**src/rtl/core/zon_pkg.sv**
```systemverilog
package zon_pkg;

  // lexer modes
  localparam logic [3:0] M_IDLE      = 4'd0;
  localparam logic [3:0] M_SLASH     = 4'd1;
  localparam logic [3:0] M_COMMENT   = 4'd2;
  localparam logic [3:0] M_STR       = 4'd3;
  localparam logic [3:0] M_ESC       = 4'd4;
  localparam logic [3:0] M_IDENT     = 4'd5;
  localparam logic [3:0] M_ZERO      = 4'd6;
  localparam logic [3:0] M_BIN       = 4'd7;
  localparam logic [3:0] M_OCT       = 4'd8;
  localparam logic [3:0] M_HEX       = 4'd9;
  localparam logic [3:0] M_DEC       = 4'd10;
  localparam logic [3:0] M_ERR_SLASH = 4'd11;
  localparam logic [3:0] M_ERR_ZERO  = 4'd12;

  // token kinds
  localparam logic [3:0] K_END    = 4'd0;
  localparam logic [3:0] K_DOT    = 4'd1;
  localparam logic [3:0] K_LBRACE = 4'd2;
  localparam logic [3:0] K_RBRACE = 4'd3;
  localparam logic [3:0] K_EQUALS = 4'd4;
  localparam logic [3:0] K_STRING = 4'd5;
  localparam logic [3:0] K_COMMA  = 4'd6;
  localparam logic [3:0] K_IDENT  = 4'd7;
  localparam logic [3:0] K_BIN    = 4'd8;
  localparam logic [3:0] K_OCT    = 4'd9;
  localparam logic [3:0] K_HEX    = 4'd10;
  localparam logic [3:0] K_INT    = 4'd11;

  // error codes
  localparam logic [1:0] E_NONE  = 2'd0;
  localparam logic [1:0] E_SLASH = 2'd1;
  localparam logic [1:0] E_ZERO  = 2'd2;

  // characters
  localparam logic [7:0] CH_SLASH  = 8'h2F;
  localparam logic [7:0] CH_QUOTE  = 8'h22;
  localparam logic [7:0] CH_BSLASH = 8'h5C;
  localparam logic [7:0] CH_UNDER  = 8'h5F;
  localparam logic [7:0] CH_B      = 8'h62;
  localparam logic [7:0] CH_O      = 8'h6F;
  localparam logic [7:0] CH_X      = 8'h78;
  localparam logic [7:0] CH_DOT    = 8'h2E;
  localparam logic [7:0] CH_LBRACE = 8'h7B;
  localparam logic [7:0] CH_RBRACE = 8'h7D;
  localparam logic [7:0] CH_EQUALS = 8'h3D;
  localparam logic [7:0] CH_COMMA  = 8'h2C;
  localparam logic [7:0] CH_ZERO   = 8'h30;
  localparam logic [7:0] CH_LF     = 8'h0A;

  localparam logic [15:0] LIMIT_RESET = 16'hFFFF;
  localparam int unsigned QUEUE_DEPTH = 4;

  typedef struct packed {
    logic [3:0] kind;
    logic [7:0] chr;
    logic       has_char;
    logic       first;
    logic       last;
    logic [1:0] err;
  } tok_t;

  // outcome of lexing one input beat
  typedef struct packed {
    logic [1:0]  num;
    tok_t        tok0;
    tok_t        tok1;
    logic [3:0]  mode_nxt;
    logic [15:0] count_nxt;
  } step_t;

endpackage

```
**src/rtl/core/zon_in_if.sv**
```systemverilog
interface zon_in_if;
  logic       valid;
  logic       ready;
  logic [7:0] ch;
  logic       end_marker;

  modport source (output valid, output ch, output end_marker, input ready);
  modport sink (input valid, input ch, input end_marker, output ready);
endinterface

```
**src/rtl/core/zon_out_if.sv**
```systemverilog
interface zon_out_if;
  logic       valid;
  logic       ready;
  logic [3:0] token_kind;
  logic [7:0] token_char;
  logic       has_char;
  logic       token_first;
  logic       token_last;
  logic [1:0] error_code;

  modport source (output valid, output token_kind, output token_char, output has_char,
                  output token_first, output token_last, output error_code, input ready);
  modport sink (input valid, input token_kind, input token_char, input has_char,
                input token_first, input token_last, input error_code, output ready);
endinterface

```
**src/rtl/core/zon_lex_step.sv**
```systemverilog
module zon_lex_step (
  input  logic [7:0]     ch,
  input  logic           end_marker,
  input  logic [3:0]     mode,
  input  logic [15:0]    count,
  input  logic [15:0]    limit,
  output zon_pkg::step_t res
);
  import zon_pkg::*;

  function automatic logic is_alpha(input logic [7:0] c);
    return (c >= 8'h41 && c <= 8'h5A) || (c >= 8'h61 && c <= 8'h7A);
  endfunction

  function automatic logic is_digit(input logic [7:0] c);
    return c >= 8'h30 && c <= 8'h39;
  endfunction

  function automatic logic continues(input logic [3:0] m, input logic [7:0] c);
    logic r;
    unique case (m)
      M_IDENT: r = is_alpha(c) || is_digit(c) || c == CH_UNDER;
      M_BIN:   r = c == 8'h30 || c == 8'h31 || c == CH_UNDER;
      M_OCT:   r = c >= 8'h30 && c <= 8'h37;
      M_HEX:   r = is_digit(c) || (c >= 8'h41 && c <= 8'h46) || (c >= 8'h61 && c <= 8'h66);
      default: r = is_digit(c);
    endcase
    return r;
  endfunction

  function automatic logic [3:0] mode_kind(input logic [3:0] m);
    logic [3:0] k;
    unique case (m)
      M_STR, M_ESC: k = K_STRING;
      M_IDENT:      k = K_IDENT;
      M_BIN:        k = K_BIN;
      M_OCT:        k = K_OCT;
      M_HEX:        k = K_HEX;
      default:      k = K_INT;
    endcase
    return k;
  endfunction

  function automatic tok_t mk(input logic [3:0] k, input logic [7:0] c, input logic h,
                              input logic f, input logic l, input logic [1:0] e);
    tok_t t;
    t.kind = k; t.chr = c; t.has_char = h; t.first = f; t.last = l; t.err = e;
    return t;
  endfunction

  logic       slot_ok;
  logic [3:0] d_mode;
  logic       d_emit;
  logic       d_inc;
  tok_t       d_tok;
  logic       inc;

  assign slot_ok = ({1'b0, count} + 17'd1) < {1'b0, limit};

  // start of a new token from the idle state
  always_comb begin
    d_mode = M_IDLE;
    d_emit = 1'b0;
    d_inc  = 1'b0;
    d_tok  = mk(K_END, ch, 1'b1, 1'b1, 1'b1, E_NONE);
    if (slot_ok) begin
      priority if (ch == CH_SLASH) begin
        d_mode = M_SLASH;
      end else if (ch == CH_DOT) begin
        d_emit = 1'b1; d_inc = 1'b1; d_tok.kind = K_DOT;
      end else if (ch == CH_LBRACE) begin
        d_emit = 1'b1; d_inc = 1'b1; d_tok.kind = K_LBRACE;
      end else if (ch == CH_RBRACE) begin
        d_emit = 1'b1; d_inc = 1'b1; d_tok.kind = K_RBRACE;
      end else if (ch == CH_EQUALS) begin
        d_emit = 1'b1; d_inc = 1'b1; d_tok.kind = K_EQUALS;
      end else if (ch == CH_COMMA) begin
        d_emit = 1'b1; d_inc = 1'b1; d_tok.kind = K_COMMA;
      end else if (ch == CH_QUOTE) begin
        d_emit = 1'b1; d_inc = 1'b1; d_mode = M_STR;
        d_tok  = mk(K_STRING, 8'h00, 1'b0, 1'b1, 1'b0, E_NONE);
      end else if (ch == CH_ZERO) begin
        d_mode = M_ZERO;
      end else if (is_alpha(ch) || ch == CH_UNDER) begin
        d_emit = 1'b1; d_inc = 1'b1; d_mode = M_IDENT;
        d_tok  = mk(K_IDENT, ch, 1'b1, 1'b1, 1'b0, E_NONE);
      end else if (is_digit(ch)) begin
        d_emit = 1'b1; d_inc = 1'b1; d_mode = M_DEC;
        d_tok  = mk(K_INT, ch, 1'b1, 1'b1, 1'b0, E_NONE);
      end else begin
        d_mode = M_IDLE;
      end
    end
  end

  // one transition of the lexer
  always_comb begin
    res.num      = 2'd0;
    res.tok0     = d_tok;
    res.tok1     = d_tok;
    res.mode_nxt = mode;
    inc          = 1'b0;
    if (end_marker) begin
      res.mode_nxt = M_IDLE;
      unique case (mode)
        M_STR, M_ESC, M_IDENT, M_BIN, M_OCT, M_HEX, M_DEC: begin
          res.num  = 2'd2;
          res.tok0 = mk(mode_kind(mode), 8'h00, 1'b0, 1'b0, 1'b1, E_NONE);
          res.tok1 = mk(K_END, 8'h00, 1'b0, 1'b1, 1'b1, E_NONE);
        end
        M_SLASH, M_ERR_SLASH: begin
          res.num  = 2'd1;
          res.tok0 = mk(K_END, 8'h00, 1'b0, 1'b1, 1'b1, E_SLASH);
        end
        M_ZERO, M_ERR_ZERO: begin
          res.num  = 2'd1;
          res.tok0 = mk(K_END, 8'h00, 1'b0, 1'b1, 1'b1, E_ZERO);
        end
        default: begin
          res.num  = 2'd1;
          res.tok0 = mk(K_END, 8'h00, 1'b0, 1'b1, 1'b1, E_NONE);
        end
      endcase
    end else begin
      unique case (mode)
        M_SLASH: begin
          if (ch == CH_SLASH) begin
            res.mode_nxt = M_COMMENT;
          end else begin
            res.mode_nxt = M_ERR_SLASH;
            res.num      = 2'd1;
            res.tok0     = mk(K_END, 8'h00, 1'b0, 1'b1, 1'b1, E_SLASH);
          end
        end
        M_COMMENT: begin
          if (ch == CH_LF) res.mode_nxt = M_IDLE;
        end
        M_STR: begin
          res.num = 2'd1;
          if (ch == CH_QUOTE) begin
            res.mode_nxt = M_IDLE;
            res.tok0     = mk(K_STRING, 8'h00, 1'b0, 1'b0, 1'b1, E_NONE);
          end else begin
            if (ch == CH_BSLASH) res.mode_nxt = M_ESC;
            res.tok0 = mk(K_STRING, ch, 1'b1, 1'b0, 1'b0, E_NONE);
          end
        end
        M_ESC: begin
          res.mode_nxt = M_STR;
          res.num      = 2'd1;
          res.tok0     = mk(K_STRING, ch, 1'b1, 1'b0, 1'b0, E_NONE);
        end
        M_ZERO: begin
          res.num = 2'd2;
          priority if (ch == CH_B) begin
            res.mode_nxt = M_BIN;
            res.tok0     = mk(K_BIN, CH_ZERO, 1'b1, 1'b1, 1'b0, E_NONE);
          end else if (ch == CH_O) begin
            res.mode_nxt = M_OCT;
            res.tok0     = mk(K_OCT, CH_ZERO, 1'b1, 1'b1, 1'b0, E_NONE);
          end else if (ch == CH_X) begin
            res.mode_nxt = M_HEX;
            res.tok0     = mk(K_HEX, CH_ZERO, 1'b1, 1'b1, 1'b0, E_NONE);
          end else begin
            res.mode_nxt = M_ERR_ZERO;
            res.num      = 2'd1;
            res.tok0     = mk(K_END, 8'h00, 1'b0, 1'b1, 1'b1, E_ZERO);
          end
          inc      = (res.num == 2'd2);
          res.tok1 = mk(res.tok0.kind, ch, 1'b1, 1'b0, 1'b0, E_NONE);
        end
        M_IDENT, M_BIN, M_OCT, M_HEX, M_DEC: begin
          if (continues(mode, ch)) begin
            res.num  = 2'd1;
            res.tok0 = mk(mode_kind(mode), ch, 1'b1, 1'b0, 1'b0, E_NONE);
          end else begin
            // close the token, then lex the byte that ended it
            res.tok0     = mk(mode_kind(mode), 8'h00, 1'b0, 1'b0, 1'b1, E_NONE);
            res.tok1     = d_tok;
            res.num      = d_emit ? 2'd2 : 2'd1;
            res.mode_nxt = d_mode;
            inc          = d_inc;
          end
        end
        M_ERR_SLASH, M_ERR_ZERO: begin
          res.num = 2'd0;
        end
        default: begin
          res.tok0     = d_tok;
          res.num      = d_emit ? 2'd1 : 2'd0;
          res.mode_nxt = d_mode;
          inc          = d_inc;
        end
      endcase
    end

    // started-token count, saturating; cleared by the end mark
    if (end_marker) begin
      res.count_nxt = 16'd0;
    end else if (inc && count != 16'hFFFF) begin
      res.count_nxt = count + 16'd1;
    end else begin
      res.count_nxt = count;
    end
  end

endmodule

```
**src/rtl/core/zon_token_lexer_core.sv**
```systemverilog
// Streaming ZON lexer. One beat on in_if is one source byte, or an end mark;
// each accepted beat produces zero, one or two token beats on out_if, which
// are stored in a four-entry result queue. The lexer state advances in the
// same cycle a beat is accepted, so input runs at one byte per cycle while the
// queue has room for two results (at most two entries occupied). Sustained
// rate is one byte per cycle as long as the stream averages at most one token
// beat per byte and the sink takes a beat every cycle; a byte that yields two
// beats (a radix prefix, or a token closed by a token-starting byte) borrows
// one queue slot, and back-to-back double beats stall input.
// With the queue empty, results appear on out_if the cycle after the byte is
// accepted.
// cfg_we/cfg_wdata set limit_r; write it only while the block is idle.
module zon_token_lexer_core (
  input  logic        clk,
  input  logic        rst_n,
  input  logic        cfg_we,
  input  logic [15:0] cfg_wdata,
  zon_in_if.sink      in_if,
  zon_out_if.source   out_if
);
  import zon_pkg::*;

  localparam int unsigned PW = $clog2(QUEUE_DEPTH);

  logic [15:0]   limit_r;
  logic [3:0]    mode_r;
  logic [15:0]   count_r;
  tok_t          q_r [QUEUE_DEPTH];
  logic [PW-1:0] head_r, tail_r;
  logic [PW:0]   fill_r, fill_nxt;
  step_t         step;
  logic          in_fire, out_fire;
  logic [PW-1:0] tail_p1;
  tok_t          out_tok;

  zon_lex_step u_step (
    .ch         (in_if.ch),
    .end_marker (in_if.end_marker),
    .mode       (mode_r),
    .count      (count_r),
    .limit      (limit_r),
    .res        (step)
  );

  assign in_if.ready = (fill_r <= (PW+1)'(QUEUE_DEPTH - 2));
  assign in_fire     = in_if.valid && in_if.ready;
  assign out_fire    = out_if.valid && out_if.ready;
  assign tail_p1     = tail_r + PW'(1);

  // configuration register
  always_ff @(posedge clk) begin
    if (!rst_n) begin
      limit_r <= LIMIT_RESET;
    end else if (cfg_we) begin
      limit_r <= cfg_wdata;
    end
  end

  // lexer state
  always_ff @(posedge clk) begin
    if (!rst_n) begin
      mode_r  <= M_IDLE;
      count_r <= 16'd0;
    end else if (in_fire) begin
      mode_r  <= step.mode_nxt;
      count_r <= step.count_nxt;
    end
  end

  // result queue: up to two pushes, one pop per cycle
  always_comb begin
    fill_nxt = fill_r;
    if (in_fire) fill_nxt = fill_nxt + {{(PW-1){1'b0}}, step.num};
    if (out_fire) fill_nxt = fill_nxt - (PW+1)'(1);
  end

  always_ff @(posedge clk) begin
    if (!rst_n) begin
      head_r <= '0;
      tail_r <= '0;
      fill_r <= '0;
    end else begin
      fill_r <= fill_nxt;
      if (out_fire) head_r <= head_r + PW'(1);
      if (in_fire) tail_r <= tail_r + PW'(step.num);
    end
  end

  always_ff @(posedge clk) begin
    if (in_fire && step.num != 2'd0) q_r[tail_r] <= step.tok0;
    if (in_fire && step.num == 2'd2) q_r[tail_p1] <= step.tok1;
  end

  assign out_tok            = q_r[head_r];
  assign out_if.valid       = (fill_r != '0);
  assign out_if.token_kind  = out_tok.kind;
  assign out_if.token_char  = out_tok.chr;
  assign out_if.has_char    = out_tok.has_char;
  assign out_if.token_first = out_tok.first;
  assign out_if.token_last  = out_tok.last;
  assign out_if.error_code  = out_tok.err;

  // queue never overflows
  a_fill_bound: assert property (@(posedge clk) disable iff (!rst_n)
    fill_r <= (PW+1)'(QUEUE_DEPTH))
    else $error("result queue overflow");

  // an end mark restarts the stream
  a_end_clears: assert property (@(posedge clk) disable iff (!rst_n)
    in_fire && in_if.end_marker |=> mode_r == M_IDLE && count_r == 16'd0)
    else $error("end mark did not reset lexer state");

  // error codes travel only on end-kind beats
  a_err_on_end: assert property (@(posedge clk) disable iff (!rst_n)
    out_if.valid && out_if.error_code != E_NONE |-> out_if.token_kind == K_END)
    else $error("error code on a non-end token");

  // end-kind beats are complete single-beat tokens with no character
  a_end_shape: assert property (@(posedge clk) disable iff (!rst_n)
    out_if.valid && out_if.token_kind == K_END
      |-> out_if.token_first && out_if.token_last && !out_if.has_char)
    else $error("malformed end token");

endmodule
```
**src/flat_wrapper.sv**
```systemverilog
// flat-port wrapper written by rule: the top's interface ports become plain ports
module zon_token_lexer_core_flat import zon_pkg::*;
  (clk, rst_n, cfg_we, cfg_wdata, in_if_valid, in_if_ch, in_if_end_marker, in_if_ready, out_if_valid, out_if_token_kind, out_if_token_char, out_if_has_char, out_if_token_first, out_if_token_last, out_if_error_code, out_if_ready);
  zon_in_if in_if_i ();
  zon_out_if out_if_i ();
  input  logic clk;
  input  logic rst_n;
  input  logic cfg_we;
  input  logic [15:0] cfg_wdata;
  input wire logic [$bits(in_if_i.valid)-1:0] in_if_valid;
  input wire logic [$bits(in_if_i.ch)-1:0] in_if_ch;
  input wire logic [$bits(in_if_i.end_marker)-1:0] in_if_end_marker;
  output wire logic [$bits(in_if_i.ready)-1:0] in_if_ready;
  output wire logic [$bits(out_if_i.valid)-1:0] out_if_valid;
  output wire logic [$bits(out_if_i.token_kind)-1:0] out_if_token_kind;
  output wire logic [$bits(out_if_i.token_char)-1:0] out_if_token_char;
  output wire logic [$bits(out_if_i.has_char)-1:0] out_if_has_char;
  output wire logic [$bits(out_if_i.token_first)-1:0] out_if_token_first;
  output wire logic [$bits(out_if_i.token_last)-1:0] out_if_token_last;
  output wire logic [$bits(out_if_i.error_code)-1:0] out_if_error_code;
  input wire logic [$bits(out_if_i.ready)-1:0] out_if_ready;
  assign in_if_i.valid = in_if_valid;
  assign in_if_i.ch = in_if_ch;
  assign in_if_i.end_marker = in_if_end_marker;
  assign in_if_ready = in_if_i.ready;
  assign out_if_valid = out_if_i.valid;
  assign out_if_token_kind = out_if_i.token_kind;
  assign out_if_token_char = out_if_i.token_char;
  assign out_if_has_char = out_if_i.has_char;
  assign out_if_token_first = out_if_i.token_first;
  assign out_if_token_last = out_if_i.token_last;
  assign out_if_error_code = out_if_i.error_code;
  assign out_if_i.ready = out_if_ready;
  zon_token_lexer_core u_core (.clk(clk), .rst_n(rst_n), .cfg_we(cfg_we), .cfg_wdata(cfg_wdata), .in_if(in_if_i), .out_if(out_if_i));
endmodule
```
**config.mk**
```make
export PLATFORM = sky130hd
export DESIGN_NAME = zon_token_lexer_core_flat
export DESIGN_NICKNAME = d
export VERILOG_FILES = /design/src/rtl/core/zon_pkg.sv /design/src/rtl/core/zon_in_if.sv /design/src/rtl/core/zon_out_if.sv /design/src/rtl/core/zon_lex_step.sv /design/src/rtl/core/zon_token_lexer_core.sv /design/src/flat_wrapper.sv
export SDC_FILE = /design/constraint.sdc
export NUM_CORES = 1
export LEC_CHECK = 0
export BUFFER_PORTS_ARGS = -buffer_cell sky130_fd_sc_hd__buf_2
export CAP_MARGIN = 10
export CORE_MARGIN = 1.5
export CORE_UTILIZATION = 50
export DETAILED_ROUTE_END_ITERATION = 7
export GPL_ROUTABILITY_DRIVEN = 0
export PLACE_DENSITY_LB_ADDON = 0.2
export SYNTH_ARGS = -nofsm -noshare
export SYNTH_HDL_FRONTEND = slang
export SYNTH_SLANG_ARGS = --single-unit
export TNS_END_PERCENT = 1
```
**constraint.sdc**
```tcl
create_clock -name clk -period 5.6 [get_ports clk]
set_input_delay 1.12 -clock clk [delete_from_list [all_inputs] [get_ports clk]]
set_output_delay 1.12 -clock clk [all_outputs]
set_load 0.1 [all_outputs]
```
==> flow_summary.json <==
{
  "outcome": "complete, no violations",
  "io_buffers": 48,
  "drtAntennaViolNets": 0,
  "synth_edf_count": 60,
  "yosysUniqueCellTypes": 78,
  "post_cts_buffers": 0,
  "p_total_w": 0.00328,
  "fmax_ghz": 0.197,
  "gr-usage-all-layers_pct": 25.2,
  "synth-seq-cells": 113,
  "synthArstFlopShare_pct": 0,
  "synth.top_cell.area_share_pct": 25.5,
  "drive_gt1_share_pct": 16.9,
  "route.vias.total": 6064,
  "cts_tree": "built",
  "dpl_cell_area_um2": 7320,
  "hold_buffers": 0,
  "finalHoldViolCount": 0,
  "cts_max_level": 4,
  "period_share_pct": 90.8,
  "synth.net_count": 796,
  "syn_inst": 746,
  "wire_per_inst_um": 19.0,
  "finalSetupViolCount": 0,
  "final_net_count": 818,
  "ir_worst_vdd_uv": 175,
  "crit_type": "flip-flop to flip-flop",
  "die_h_um": 122,
  "grt_pass1_wl_um": 28900,
  "hpwl_um": 13100,
  "path_max_fanout": 5,
  "cts_buffers": 17,
  "min_path_type": "flip-flop to flip-flop",
  "synthTopCellsByArea": "edfxtp_1, dfxtp_1, mux4_2",
  "cp-end-kind": "flip-flop",
  "insertion_delay_ns": 0.43,
  "power.density_nw_per_um2": 412,
  "num_antenna_cells": 0,
  "die_x_um": 122,
  "start_util_pct": 51.1,
  "clock_path_buffers": 2,
  "synth_top_cell_by_area": "edfxtp_1",
  "report.final.slew_viol_count": 0,
  "finClkSkew_ns": 0.0137,
  "postSynthAreaPerCell_um2": 9.47,
  "antenna_found_initial": 0,
  "final.setup.tns_ns": 0,
  "drc_errors": 0,
  "coreArea_um2": 13800,
  "stdcell_area_um2": 7960,
  "drt_iter0_drc": 704,
  "num_rows": 43,
  "worstPathRequired_ns": 5.91,
  "grt_max_degree": 33,
  "rsz0062_at_grt": "no",
  "dieArea_um2": 14800,
  "ys.flop_type": "edfxtp_1",
  "worstSetupStartpointType": "flip-flop",
  "finalCriticalPeriod_ns": 5.08,
  "total_leakage_power_nw": 3.15,
  "worst_ep_arrival_time_ns": 5.39,
  "ios": 49,
  "wl_um": 18200,
  "drt_first_pass_iters": 6,
  "drt-vias-per-instance": 6.31,
  "cts_root_buf": "clkbuf_16",
  "worst_slew_pin_slew_ns": 1.11,
  "overflow": 0,
  "grt_pass1_vias": 5576,
  "slew_headroom_pct": 26.0,
  "cap_violations": 0,
  "syn_area_um2": 7060,
  "yosysWarnings": 0,
  "area_delta_synth_final_pct": 12.7,
  "cts.sinks": 113,
  "yosysSeqAreaShare_pct": 40.5,
  "cts.clk_slew.worst_paths_ns": 0.05
}
## critical path: stages (launching register included)
cell	delay, ns
dfxtp_1	0.40
ha_1	0.27
and3_1	0.20
and3_1	0.27
and3_1	0.25
and3_1	0.24
and3_1	0.24
nand3_1	0.11
xnor2_1	0.16
ha_1	0.31
nand3_1	0.08
a21o_1	0.15
a31oi_1	0.39
nor3_4	0.11
a21oi_1	0.24
nor2_1	0.09
ha_1	0.21
fa_1	0.46
mux2i_1	0.21
ha_1	0.18
nand2_1	0.07
xor2_1	0.17
and2_1	0.15
## timing repair
item / CTS / global route
endpoints found under the hold margin: 0 / 0
resized for setup: 0 / 2
endpoints found under the setup margin: 0 / 30
## worst paths after layout
path                      end         startpoint  cells past startpoint  slack, ns
max reg2reg  u_core.fill_r[2]  u_core.count_r[0]                     22       0.52
min reg2reg  u_core.q_r[2][0]   u_core.q_r[2][0]                      2       0.47
min          u_core.q_r[2][0]   u_core.q_r[2][0]                      2       0.47
max          u_core.fill_r[2]  u_core.count_r[0]                     22       0.52
## cells by family after synthesis
kind of cell             after synthesis  share of synthesized area, %
AO/OA/AOI/OAI                        191                          19.2
XOR/XNOR                              23                          2.85
multiplexers                          35                          7.99
adder cells (fa/ha/maj)               20                          3.65
AND/OR/NAND/NOR                      287                          20.8
flip-flops                           113                          40.5
buffers and inverters                 77                          4.98
## layout by cell type (no fill, tap or decap), types with 12 or more instances in the layout
cell type | Yosys | final
nand2_1 | 93 | 91
edfxtp_1 | 60 | 60
dfxtp_1 | 53 | 53
buf_2 | 20 | 48
nor2_1 | 42 | 42
o22ai_1 | 34 | 34
nor2b_1 | 31 | 31
a21oi_1 | 27 | 27
o21ai_0 | 27 | 27
inv_1 | 23 | 23
nand3_1 | 23 | 23
and3_1 | 21 | 21
nor3_1 | 19 | 19
ha_1 | 19 | 19
clkbuf_16 | 0 | 19
o211ai_1 | 18 | 18
mux2i_1 | 17 | 17
mux4_2 | 17 | 17
xnor2_1 | 14 | 14
a32o_1 | 12 | 12
## Yosys cell counts, types with 3 or more instances
cell,n
a21oi_2,3
nand2b_1,6
a211o_1,3
a21oi_1,27
nand3_1,23
dfxtp_1,53
nand2_1,93
a31oi_2,3
clkbuf_1,20
or2_2,4
a32o_1,12
xnor2_1,14
nor2b_1,31
and3_1,21
and2_1,11
nor4_1,3
nor3_1,19
o21ai_1,5
edfxtp_1,60
o211ai_1,18
inv_1,23
buf_2,20
xor2_1,9
ha_1,19
o21ai_0,27
mux2i_1,17
o31ai_1,4
and4b_1,4
a211oi_1,7
nor2_1,42
a31o_2,4
or3_1,3
buf_6,3
buf_4,4
o22ai_1,34
mux4_2,17
a31oi_1,9
buf_1,6
a21o_1,4
o21a_1,5
nand2_2,3
nand4_1,8
## per-stage QoR
step,setup WS (ns),cells,utilization [%],hold slack [ns]
after global routing,0.0937,961,57.6,0.493
after floorplan,1.03,746,-,0.435
after detailed placement,0.434,928,52.9,0.460
after CTS,0.405,960,57.4,0.471
final,0.517,961,57.6,0.466
after global placement,0.599,928,52.9,0.447
## final cells by class
cell class                 instances  area, um^2
tap                              180         225
multi-input combinational        556        3850
inverter                          24        90.1
timing repair buffer              56         320
fill                            1178        5860
clock buffer                      24         514
sequential                       113        2860
clock inverter                     8        96.3
## power by group
part | total (W) | switching (W) | internal [W]
combinational | 0.00115 | 0.000844 | 0.000305
clock | 0.00111 | 0.000378 | 0.000729
sequential | 0.00103 | 0.0000633 | 0.000963
total | 0.00328 | 0.00129 | 0.00200
## per-layer routing
layer	part of all wire (%)	up-vias	GRT usage, %
met3	7.9	45	5.66
li1	-	2847	-
met2	48	332	41.7
met5	0	-	0
met1	41	2840	32.3
met4	2.5	0	9.19
## registers in the layout (all words and copies together) (netlist names), named ones only
register and count:
u_core.q_r 68, u_core.mode_r 4, u_core.head_r 2, u_core.fill_r 3
u_core.count_r 16, u_core.limit_r 16, u_core.tail_r 2
(Power assumes the default switching activity.)
